$ cat src/design/bhpq_pkg.sv
// Package for the binary heap priority queue core.
// Holds sizes, field codes, entry type, controller command and status types, and the key order function.
// No dependencies.
package bhpq_pkg;

    localparam int CAPACITY = 1024;
    localparam int ADDR_W   = $clog2(CAPACITY);
    localparam int CNT_W    = ADDR_W + 1;
    localparam int KEY_W    = 32;
    localparam int TAG_W    = 16;

    localparam logic [1:0] KIND_PUSH = 2'd0;
    localparam logic [1:0] KIND_POP  = 2'd1;
    localparam logic [1:0] KIND_PEEK = 2'd2;

    localparam logic [1:0] ST_OK    = 2'd0;
    localparam logic [1:0] ST_EMPTY = 2'd1;
    localparam logic [1:0] ST_FULL  = 2'd2;

    typedef struct packed {
        logic signed [KEY_W-1:0] key;
        logic        [TAG_W-1:0] tag;
    } t_entry;

    typedef enum logic [3:0] {
        OP_NONE,
        OP_PUSH_START,
        OP_PUSH_READ,
        OP_PUSH_STEP,
        OP_PLACE,
        OP_ROOT_READ,
        OP_ROOT_TAKE,
        OP_SINK_READ,
        OP_SINK_STEP,
        OP_FAIL_EMPTY,
        OP_FAIL_FULL,
        OP_NO_KIND
    } t_op;

    typedef struct packed {
        t_op  op;
        logic pop;
        logic out_load;
    } t_cmd;

    typedef struct packed {
        logic full;
        logic empty;
        logic at_root;
        logic has_child;
        logic push_move;
        logic sink_move;
        logic out_busy;
    } t_sts;

    function automatic logic serves_after(
        input logic signed [KEY_W-1:0] a,
        input logic signed [KEY_W-1:0] b,
        input logic                    largest
    );
        return largest ? (a < b) : (a > b);
    endfunction

endpackage

$ cat src/design/bhpq_ctrl.sv
// Controller state machine of the binary heap priority queue core.
// Sequences push, pop and peek over the datapath; uses bhpq_pkg.
module bhpq_ctrl (
    input  logic            i_clk,
    input  logic            i_rst_n,
    input  logic            i_valid,
    input  logic [1:0]      i_kind,
    output logic            o_stall,
    input  bhpq_pkg::t_sts  i_sts,
    output bhpq_pkg::t_cmd  o_cmd
);
    import bhpq_pkg::*;

    typedef enum logic [7:0] {
        S_IDLE      = 8'b0000_0001,
        S_PUSH_CHK  = 8'b0000_0010,
        S_PUSH_CMP  = 8'b0000_0100,
        S_ROOT_RD   = 8'b0000_1000,
        S_ROOT_TAKE = 8'b0001_0000,
        S_SINK_CHK  = 8'b0010_0000,
        S_SINK_CMP  = 8'b0100_0000,
        S_DONE      = 8'b1000_0000
    } t_state;

    t_state r_state, n_state;
    logic   r_is_pop, n_is_pop;

    always_ff @(posedge i_clk) begin
        if (!i_rst_n) begin
            r_state  <= S_IDLE;
            r_is_pop <= 1'b0;
        end else begin
            r_state  <= n_state;
            r_is_pop <= n_is_pop;
        end
    end

    assign o_stall = (r_state != S_IDLE);

    always_comb begin
        n_state        = r_state;
        n_is_pop       = r_is_pop;
        o_cmd.op       = OP_NONE;
        o_cmd.pop      = r_is_pop;
        o_cmd.out_load = 1'b0;
        unique case (r_state)
            S_IDLE: begin
                if (i_valid) begin
                    unique case (i_kind)
                        KIND_PUSH: begin
                            if (i_sts.full) begin
                                o_cmd.op = OP_FAIL_FULL;
                                n_state  = S_DONE;
                            end else begin
                                o_cmd.op = OP_PUSH_START;
                                n_state  = S_PUSH_CHK;
                            end
                        end
                        KIND_POP, KIND_PEEK: begin
                            if (i_sts.empty) begin
                                o_cmd.op = OP_FAIL_EMPTY;
                                n_state  = S_DONE;
                            end else begin
                                n_is_pop = (i_kind == KIND_POP);
                                n_state  = S_ROOT_RD;
                            end
                        end
                        default: begin
                            o_cmd.op = OP_NO_KIND;
                            n_state  = S_DONE;
                        end
                    endcase
                end
            end
            S_PUSH_CHK: begin
                if (i_sts.at_root) begin
                    o_cmd.op = OP_PLACE;
                    n_state  = S_DONE;
                end else begin
                    o_cmd.op = OP_PUSH_READ;
                    n_state  = S_PUSH_CMP;
                end
            end
            S_PUSH_CMP: begin
                o_cmd.op = OP_PUSH_STEP;
                n_state  = i_sts.push_move ? S_PUSH_CHK : S_DONE;
            end
            S_ROOT_RD: begin
                o_cmd.op = OP_ROOT_READ;
                n_state  = S_ROOT_TAKE;
            end
            S_ROOT_TAKE: begin
                o_cmd.op = OP_ROOT_TAKE;
                n_state  = r_is_pop ? S_SINK_CHK : S_DONE;
            end
            S_SINK_CHK: begin
                if (i_sts.has_child) begin
                    o_cmd.op = OP_SINK_READ;
                    n_state  = S_SINK_CMP;
                end else begin
                    o_cmd.op = OP_PLACE;
                    n_state  = S_DONE;
                end
            end
            S_SINK_CMP: begin
                o_cmd.op = OP_SINK_STEP;
                n_state  = i_sts.sink_move ? S_SINK_CHK : S_DONE;
            end
            S_DONE: begin
                if (!i_sts.out_busy) begin
                    o_cmd.out_load = 1'b1;
                    n_state        = S_IDLE;
                end
            end
            default: begin
                n_state = S_IDLE;
            end
        endcase
    end

endmodule

$ cat config.mk
export PLATFORM = sky130hd
export DESIGN_NAME = bhpq_ctrl
export DESIGN_NICKNAME = d
export VERILOG_FILES = /design/src/design/bhpq_pkg.sv /design/src/design/bhpq_ctrl.sv
export SDC_FILE = /design/constraint.sdc
export NUM_CORES = 1
export LEC_CHECK = 0
export BUFFER_PORTS_ARGS = -buffer_cell sky130_fd_sc_hd__buf_2
export CAP_MARGIN = 25
export CORE_AREA = 8 8 53 55
export DETAILED_ROUTE_END_ITERATION = 10
export DIE_AREA = 0 0 61 63
export GPL_ROUTABILITY_DRIVEN = 0
export GPL_TIMING_DRIVEN = 0
export PLACE_DENSITY = 0.61
export SETUP_SLACK_MARGIN = 0.1
export SYNTH_ARGS = -nofsm -noshare
export SYNTH_HDL_FRONTEND = slang
export SYNTH_SLANG_ARGS = --single-unit
$ cat constraint.sdc
create_clock -name i_clk -period 2 [get_ports i_clk]
set_input_delay 0.2 -clock i_clk [delete_from_list [all_inputs] [get_ports i_clk]]
set_output_delay 0.2 -clock i_clk [all_outputs]
set_load 0.02 [all_outputs]
## Word-level counts from Yosys, hierarchy flattened

Cells that the tools add are included.

- Equality and inequality tests: 13
- Muxes and demuxes: 20
- Bitwise gates (word level): 1
- Reductions and logical operators: 4

Operators by type and width:

| kind | number |
|---|---|
| $mux W8 | 9 |
| $pmux W8 S8 | 1 |
| $pmux W4 S7 | 1 |
| $pmux W8 S2 | 1 |
| $mux W4 | 3 |
| $eq A8 B1 Y1 const B | 1 |
| $eq A8 B2 Y1 const B | 1 |
| $eq A8 B3 Y1 const B | 1 |
| $eq A8 B4 Y1 const B | 1 |
| $eq A8 B5 Y1 const B | 1 |
| $eq A8 B6 Y1 const B | 1 |
| $eq A8 B7 Y1 const B | 1 |
| $eq A8 B8 Y1 const B | 1 |
| $ne A8 B1 Y1 const B | 1 |
| $pmux W4 S2 | 1 |
| $ne A2 B2 Y1 const B | 2 |
| $reduce_and A4 Y1 | 1 |
| $mux W3 | 1 |
| $eq A2 B1 Y1 const B | 1 |
| $eq A2 B2 Y1 const B | 1 |
| $logic_not A2 Y1 | 1 |
| $mux W1 | 2 |
| $mux W2 | 1 |
| $reduce_and A2 Y1 | 1 |
| 2 further kinds | 2 |

- Flip-flop bits (word level): 9
- Bits of input ports: 12
- Output and inout port bits: 7
- Logic and storage cells: 40

## Logic depth before layout (Yosys ltp)

Gate-level depths: netlist of run 1.

- Depth after elaboration: 5
- Mapped depth: 6
- Gate-level depth less buffers: 6

## Worst setup path after synthesis of run 1

No wires, ideal clock.

- Kind: flip-flop to output port
- Start: register r_state[6]
- End: output port o_cmd[2] (netlist bit)
- Arrival time: 1.704 ns
- Data required time: 1.800 ns
- Slack: 0.096 ns
- Stages on the path, launching flop included: 5
- Path buffers: 2
- Cell sequence: dfxtp_1 > clkbuf_1 > or4_1 > buf_2 > o32ai_1

RTL lines:

| item | RTL line | RTL |
|---|---|---|
| start: declaration | bhpq_ctrl.sv:25 | `t_state r_state, n_state;` |
| start signal: assignment | bhpq_ctrl.sv:33 | `r_state <= n_state;` |
| end: declaration | bhpq_ctrl.sv:10 | `output bhpq_pkg::t_cmd o_cmd` |

==> results of run 1 <==
where the power goes:
part | leakage [uW] | internal, uW | switching (uW)
clock | 0.0000150 | 77.0 | 65.1
sequential | 0.0000770 | 186 | 10.4
combinational | 0.000378 | 125 | 138
total | 0.000470 | 389 | 213
cell families (layout without fill, tap and decap cells):
| family | after synthesis | after routing | synth area share [%] |
|---|---|---|---|
| and+or+nand+nor | 45 | 45 | 37.9 |
| AOI/OAI and AO/OA | 28 | 28 | 23.2 |
| buffers and inverters | 14 | 45 | 8.51 |
| DFF | 9 | 9 | 22.3 |
| adders and majority gates | 3 | 3 | 4.64 |
| xor gates and xnor gates | 2 | 2 | 2.17 |
| muxes | 1 | 1 | 1.24 |
state kept, by name, indices dropped and copies added, names as in the netlist:
signal,cells
r_is_pop,1
r_state,8
through the flow:
step / total power, uW / setup TNS (ns)
3_3_place_gp: 396 / 0
5_1_grt: 636 / -0.325
6_report: 602 / -0.145
4_1_cts: 582 / -0.320
3_5_place_dp: 399 / 0
2_1_floorplan: 339 / 0
cell usage in the layout, fill, tap and decap left out, types with 3 or more instances in the layout:
cell type	netlist	final
nor4b_1	4	4
nor2b_1	3	3
nand2b_1	3	3
buf_2	4	15
nor4_1	3	3
nand3b_1	4	4
or4_4	0	3
a21oi_1	3	3
dfxtp_2	0	5
buf_4	1	14
nand2_1	4	4
ha_1	3	3
nor2_1	5	5
o21ai_0	11	10
clkbuf_4	0	4
buf_6	1	4
nand4_1	3	3
inv_1	6	6
routing by layer:
layer	wire length [um]	up-vias	GRT usage, %
li1	-	455	-
met4	21	0	6.41
met3	168	2	4.32
met5	0	-	0
met2	1220	31	20.4
met1	1100	444	16.2
layout make-up:
cell class | instances | area [um2]
Timing Repair Buffer | 28 | 183
Multi-Input combinational cell | 79 | 602
Clock buffer | 4 | 26.3
Tap cell | 28 | 35.0
Buffer | 7 | 53.8
Fill cell | 221 | 947
Inverter | 6 | 22.5
Sequential cell | 9 | 194
worst min-delay path by stage:
stage | slack, ns | depth (start not counted) | startpoint | end
3_5_place_dp | 0.43 | 2 | i_sts[4] | r_state[2]
6_report | 0.16 | 2 | i_sts[4] | r_state[2]
2_1_floorplan | 0.28 | 1 | i_sts[4] | r_state[2]
4_1_cts | 0.15 | 2 | i_sts[4] | r_state[2]
5_1_grt | 0.17 | 2 | i_sts[4] | r_state[2]
3_3_place_gp | 0.44 | 2 | i_sts[4] | r_state[2]
critical path, delay by kind of cell (launching register included):
family	cells	cell delay, ns
and+or+nand+nor	3	0.82
DFF	1	0.32
buffers and inverters	2	0.26
AOI/OAI and AO/OA	1	0.22
what timing repair did:
item,CTS,global route
endpoints found under the setup margin,5,6
resized for setup,16,12
setup buffers,8,2
pin swaps,6,5
cloned,0,0
hold buffers,0,0
hold endpoints to repair,0,0
==> flow_summary.ini, run 1 <==
[setup_path]
critical_path_arrival_ns = 1.88
path_common_cell = buf_6
timing.rr.start = r_state[2]
rrSetupSlack_ns = 0.17
path_max_fanout = 3
end_kind = primary output
criticalPathCategory = flop to primary output
rr_worst_depth = 6
critPathMaxStageDelay_ns = 0.50
path_cells = buf_6 -> or4_4 -> nor3_4 -> nand3b_1 -> o221ai_2 -> buf_6
crit_path_start = r_state[3]
endpoint = o_cmd[3]
r2r_end = r_state[1]
cp-start-kind = flop
critical_path_required_ns = 1.80
slowest_stage = or4_4

[cts]
cts_tree = done
root_buffer = clkbuf_4
clk_pin_slew_ns = 0.06
cts_max_level = 1
cts_num_sinks = 9
clk_path_buf_depth = 2
cts_buffers = 3
clkLatencyLatePin_ns = 0.26

[global_routing]
grt_pass1_wl_mm = 4.08
gr-usage-all-layers_pct = 13.4
antenna_found_initial = 0
grt_max_degree = 11
first_global_vias = 902
gr-total-overflow = 0

[timing]
rsz0062_at_grt = true
whs_ns = 0.164
drv_slew = 0
worst_slack_ns = -0.0815
hold_viol = 0
maxSlewHeadroom_pct = 68.8
fmax_mhz = 480
post-route-min-period_ns = 2.08
fin_skew_ns = 0.00209
worst_slew_pin_slew_ns = 0.463
finalCritPeriodShare_pct = 104
setup_violations = 3

[power]
power.density_mw_per_mm2 = 539
peakVddDrop_mv = 0.261
power_leakage_uw = 0.000470

[drt]
route.detailed.drc = 0
vias = 932
ant_nets = 0
wire_per_inst_um = 15.5
via_per_inst = 5.79
initialDrtViolationCount = 42
totalWireLength_mm = 2.50
dr.pass1.iters = 4

[placement]
post-place-ws_ns = 0.0210
dp_hpwl_mm = 1.75
dp.cells = 148
placed_area_um2 = 933
io_buffers = 18

[yosys]
synth_ff_type = dfxtp_1
synthTopCellsByCount = o21ai_0 (11), dfxtp_1 (9), inv_1 (6)
synth_cell_types = 41
synth_nets = 117
synthTopCellsByArea = dfxtp_1 (22%), o21ai_0 (6.8%), ha_1 (4.6%)
yosysMostFrequentCell = o21ai_0
synth_top_area_share_pct = 22.3
synth-seq-cells = 9
async_reset_ff_share_pct = 0
ys_warn_count = 0
synth_cells = 102
avgSynthCellArea_um2 = 7.92
syn-cell-area_um2 = 808
synth_edf_count = 0
yosys.area.top_type = dfxtp_1
synth-seq-area-share_pct = 22.3

[finish]
final_nets = 149
drive_gt1_share_pct = 42.9
fin_util_pct = 54.1
final_area_mm2 = 0.00112
instances_no_fill = 161
num_antenna_cells = 0
syn2layout_area_growth_pct = 38.1

[floorplan]
coreArea_mm2 = 0.00206
die_h_um = 63
die_area_mm2 = 0.00384
ios = 19
die_w_um = 61
row_count = 17
initial_utilization_pct = 39.2

[outcome]
status = finished with violations
violations = negative setup slack

[flow_run]
maxCapViolCount = 0

[worst_hold_path]
worst_hold_path_type = input port to flop
(Power assumes the default switching activity.)
==> run 2: changes to the inputs <==
--- a/config.mk
+++ b/config.mk
@@ -11,9 +11,9 @@
 export DETAILED_ROUTE_END_ITERATION = 10
 export DIE_AREA = 0 0 61 63
 export GPL_ROUTABILITY_DRIVEN = 0
-export GPL_TIMING_DRIVEN = 0
 export PLACE_DENSITY = 0.61
 export SETUP_SLACK_MARGIN = 0.1
+export SKIP_LAST_GASP = 1
 export SYNTH_ARGS = -nofsm -noshare
 export SYNTH_HDL_FRONTEND = slang
 export SYNTH_SLANG_ARGS = --single-unit
==> run 2 against run 1 <==
The run still ends with negative setup slack left. Combinational power down 2%. Critical path depth is 1 lower. Worst hold slack better by 0.037 ns. Core utilization shrank 1.9 points. Cell count fell by 3.1%. Flip-flop and latch count unchanged. Clock-buffer cell count unchanged. Critical path type unchanged. Critical endpoint unchanged. Highest routed layer unchanged.
==> flow_summary.ini, run 2 (synthesis results as in run 1) <==
[setup_path]
path_cells = or4_4 -> nor3_4 -> nand3b_1 -> o221ai_2 -> buf_6
cp-start-kind = flop
cp_top_family = simple AND/OR/NAND/NOR gates
critical_path_buf_inv_count = 1
criticalPathCategory = flop to primary output
end_kind = primary output
critical_path_required_ns = 1.80
slowest_stage = or4_4
rrSetupSlack_ns = 0.20
path_max_fanout = 3
critical_path_arrival_ns = 1.84
critPathMaxStageDelay_ns = 0.55

[floorplan]
ios = 19
row_count = 17
die_h_um = 63
die_w_um = 61
coreArea_mm2 = 0.00206
initial_utilization_pct = 39.2
die_area_mm2 = 0.00384

[cts]
clkLatencyLatePin_ns = 0.27
cts_buffers = 3
cts_num_sinks = 9
root_buffer = clkbuf_4
clk_pin_slew_ns = 0.07
cts_max_level = 1
cts_hold_buf = 0
cts_tree = done
clk_path_buf_depth = 2

[timing]
post-route-min-period_ns = 2.04
finalCritPeriodShare_pct = 102
rsz0062_at_grt = true
maxSlewHeadroom_pct = 66.7
whs_ns = 0.201
fin_skew_ns = 0.00437
worst_slew_pin_slew_ns = 0.495
worst_slack_ns = -0.0375
hold_viol = 0
fmax_mhz = 491
drv_slew = 0
setup_violations = 2

[global_routing]
grt_max_degree = 15
first_global_vias = 948
gr-usage-all-layers_pct = 14.5
gr-total-overflow = 0
antenna_found_initial = 0
grt_pass1_wl_mm = 4.33

[power]
power_frac_seq_pct = 32.7
p_clk_share_pct = 24.6
p_switching_uw = 224
intPower_uw = 381
combPwrFrac_pct = 42.7
peakVddDrop_mv = 0.351
power.density_mw_per_mm2 = 562
power_leakage_uw = 0.000444
switching_share_pct = 37.1
power.total_uw = 605

[drt]
dr.pass1.iters = 4
vias = 918
totalWireLength_mm = 2.55
initialDrtViolationCount = 35
via_per_inst = 5.88
wire_per_inst_um = 16.3
route.detailed.drc = 0
ant_nets = 0

[finish]
reg_top3 = r_state (8), r_is_pop (1)
drive_gt1_share_pct = 39.1
num_antenna_cells = 0
nFillCells = 218
final_nets = 144
final_cell_mix = buf_2 (14), buf_4 (14), o21ai_0 (10)
instances_no_fill = 156
syn2layout_area_growth_pct = 33.3
largest_register = r_state
largest_reg_flops = 8

[placement]
post-place-ws_ns = 0.119
dp.cells = 147
dp_hpwl_mm = 1.81
io_buffers = 18

[outcome]
status = finished with violations
violations = negative setup slack

[worst_hold_path]
worst_hold_path_type = input port to flop

[flow_run]
maxCapViolCount = 0
## run 2: cell types whose count changed in the layout (fill, tap and decap cells not counted), sizes merged
cell    delta
buf        -3
clkbuf     -2
## run 2: repair_timing
| item | in CTS | in global routing |
|---|---|---|
| pin swaps | 5 | 3 |
| buffers inserted | 3 | 2 |
| setup endpoints to repair | 5 | 6 |
| gates resized for setup | 13 | 7 |
| gates cloned | 0 | 0 |
## run 2: final timing paths
check,to,from,cells after the start
min reg2reg,r_state[5],r_is_pop,2
max,o_cmd[3],r_state[3],5
min,r_state[2],i_sts[4],2
max reg2reg,r_state[1],r_state[5],6
## run 2: area by class of cell
| type | instances | area [um2] | share of cell area, % |
|---|---|---|---|
| clock buffer | 4 | 26.3 | 2.44 |
| inverter | 6 | 22.5 | 2.09 |
| multi-input combinational | 79 | 613 | 56.9 |
| sequential | 9 | 183 | 17.0 |
| tap | 28 | 35.0 | 3.25 |
| timing repair buffer | 30 | 198 | 18.4 |
## run 2: per-layer routing
metal | vias to the layer above | share of wire [%] | GRT usage, %
li1 | 444 | - | -
met1 | 433 | 44 | 18.2
met2 | 35 | 49 | 21.6
met3 | 6 | 4.8 | 2.47
met4 | 0 | 2.2 | 9.04
met5 | - | 0 | 0
## run 2: power groups by stage
stage | Combinational [uW] | Clock [uW] | Sequential, uW
after detailed placement | 200 | 0 | 200
after global placement | 198 | 0 | 199
after floorplan | 140 | 0 | 199
after global routing | 280 | 157 | 200
final | 259 | 149 | 198
after CTS | 236 | 151 | 197
## run 2: stage by stage
stage / utilization (%) / instance area (um2) / setup TNS (ns)
after global placement: 45.5 / 940 / 0
after detailed placement: 45.5 / 940 / 0
final: 52.2 / 1080 / -0.0475
after floorplan: - / 808 / 0
after CTS: 50.2 / 1030 / -0.00857
after global routing: 52.2 / 1080 / -0.347
==> run 3: changes to the inputs <==
--- a/config.mk
+++ b/config.mk
@@ -12,7 +12,7 @@
 export DIE_AREA = 0 0 61 63
 export GPL_ROUTABILITY_DRIVEN = 0
 export PLACE_DENSITY = 0.61
-export SETUP_SLACK_MARGIN = 0.1
+export SETUP_SLACK_MARGIN = 0.4
 export SKIP_LAST_GASP = 1
 export SYNTH_ARGS = -nofsm -noshare
 export SYNTH_HDL_FRONTEND = slang
==> run 3 against run 2 <==
The run still ends with negative setup slack left. Die area is the same. Worst hold slack lost 0.011 ns. Critical path depth is the same. Clock power shrank 4%. Cell count grew 5.1%. Combinational power grew 21%. Via count shrank 0.54%. Core utilization grew 7.2 points. Clock-buffer cell count is the same. Power grew 8.5%. Sequential share of layout area shrank 2.1 points. Non-clock buffer count grew 8. Critical endpoint unchanged. Largest cell class unchanged. Highest routed layer unchanged.
==> flow_summary.ini, run 3 (synthesis results as in run 1) <==
[placement]
dp.cells = 153
io_buffers = 18
dp_hpwl_mm = 1.79
placed_area_mm2 = 0.00105

[setup_path]
crit_path_start = r_state[5]
rrSetupSlack_ns = 0.13
path_cells = or4_4 -> nor3_4 -> nand3b_1 -> o221ai_4 -> buf_6
slowest_stage = or4_4
path_max_fanout = 3
timing.rr.start = r_state[4]
criticalPathCategory = flop to primary output
critPathMaxStageDelay_ns = 0.56
end_kind = primary output
critical_path_required_ns = 1.80
critical_path_arrival_ns = 1.93
r2r_end = r_state[1]
cp-start-kind = flop
endpoint = o_cmd[3]
rr_worst_depth = 7

[finish]
final_area_mm2 = 0.00123
nFillCells = 202
drive_gt1_share_pct = 48.5
final_common_cell = buf_4
final_cell_mix = buf_4 (20), buf_2 (12), o21ai_0 (9)
num_antenna_cells = 0
reg_top3 = r_state (8), r_is_pop (1)
instances_no_fill = 164
final_nets = 152
largest_reg_flops = 8
largest_register = r_state
syn2layout_area_growth_pct = 51.7

[timing]
hold_viol = 0
fmax_mhz = 469
finalCritPeriodShare_pct = 107
rsz0062_at_grt = true
fin_skew_ns = 0.00109
worst_slew_pin_slew_ns = 0.418
worst_slack_ns = -0.130
drv_slew = 0
setup_violations = 2
post-route-min-period_ns = 2.13
maxSlewHeadroom_pct = 71.7

[cts]
clk_path_buf_depth = 2
cts_tree = done
cts_num_sinks = 9
cts_max_level = 1
clkLatencyLatePin_ns = 0.26
clk_pin_slew_ns = 0.06
root_buffer = clkbuf_4
cts_buffers = 3

[drt]
vias = 913
ant_nets = 0
initialDrtViolationCount = 35
totalWireLength_mm = 2.51
dr.pass1.iters = 4
wire_per_inst_um = 15.3
route.detailed.drc = 0
via_per_inst = 5.57

[floorplan]
die_h_um = 63
die_area_mm2 = 0.00384
ios = 19
row_count = 17
die_w_um = 61
coreArea_mm2 = 0.00206
initial_utilization_pct = 39.2

[global_routing]
first_global_vias = 931
grt_pass1_wl_mm = 4.08
gr-total-overflow = 0
antenna_found_initial = 0
grt_max_degree = 15
gr-usage-all-layers_pct = 13.2

[outcome]
status = finished with violations
violations = negative setup slack

[power]
power_leakage_uw = 0.000500
power.density_mw_per_mm2 = 536
peakVddDrop_mv = 0.329

[worst_hold_path]
worst_hold_path_type = input port to flop

[flow_run]
maxCapViolCount = 0
run 3: how the worst min path moves through the flow:
stage | from | end | slack (ns) | cells after the start
detailed placement | i_sts[4] | r_state[2] | 0.47 | 2
floorplan | i_sts[4] | r_state[2] | 0.27 | 1
CTS | i_sts[4] | r_state[2] | 0.18 | 2
global placement | i_sts[4] | r_state[2] | 0.47 | 2
finish | i_sts[4] | r_state[2] | 0.19 | 2
global route | i_sts[4] | r_state[2] | 0.17 | 2
run 3: power breakdown:
| part | leakage, uW | total (uW) | internal [uW] | switching [uW] |
|---|---|---|---|---|
| registers | 0.0000740 | 200 | 188 | 11.9 |
| logic | 0.000411 | 313 | 151 | 162 |
| clock network | 0.0000150 | 143 | 77.1 | 66.0 |
run 3: cell type report:
class | count | area [um2] | share of cell area [%]
Inverter | 6 | 22.5 | 1.84
Multi-Input combinational cell | 79 | 678 | 55.3
Clock buffer | 4 | 26.3 | 2.14
Timing Repair Buffer | 38 | 282 | 23.0
Tap cell | 28 | 35.0 | 2.86
Sequential cell | 9 | 183 | 14.9
run 3: routing by layer:
| layer | global-route usage [%] | vias to the layer above | wire (um) |
|---|---|---|---|
| li1 | - | 459 | - |
| met1 | 15.7 | 424 | 1080 |
| met2 | 22.9 | 28 | 1310 |
| met3 | 2.06 | 2 | 99 |
| met4 | 3.79 | 0 | 15 |
| met5 | 0 | - | 0 |
run 3: what timing repair did:
item / 4_1_cts / 5_1_grt
buffers inserted: 5 / 2
gates resized for setup: 12 / 13
cloned: 0 / 0
setup endpoints to repair: 10 / 14
pin swaps: 9 / 5
hold buffers: 0 / 0
run 3: per-stage QoR:
step	hold slack [ns]	setup slack, ns	utilization (%)	setup TNS (ns)	power [uW]
6_report	0.190	-0.130	59.4	-0.196	657
5_1_grt	0.173	-0.199	59.4	-0.370	693
4_1_cts	0.185	-0.127	55.6	-0.205	622
3_5_place_dp	0.470	0.0846	50.9	0	447
3_3_place_gp	0.467	0.131	50.9	0	444
2_1_floorplan	0.272	0.255	-	0	362
run 3: worst max-delay path, delay by kind of cell, from the launching register on:
kind / cells / cell delay [ns]
DFF: 1 / 0.31
AOI/OAI and AO/OA: 1 / 0.25
and+or+nand+nor: 3 / 0.96
buffers and inverters: 1 / 0.14
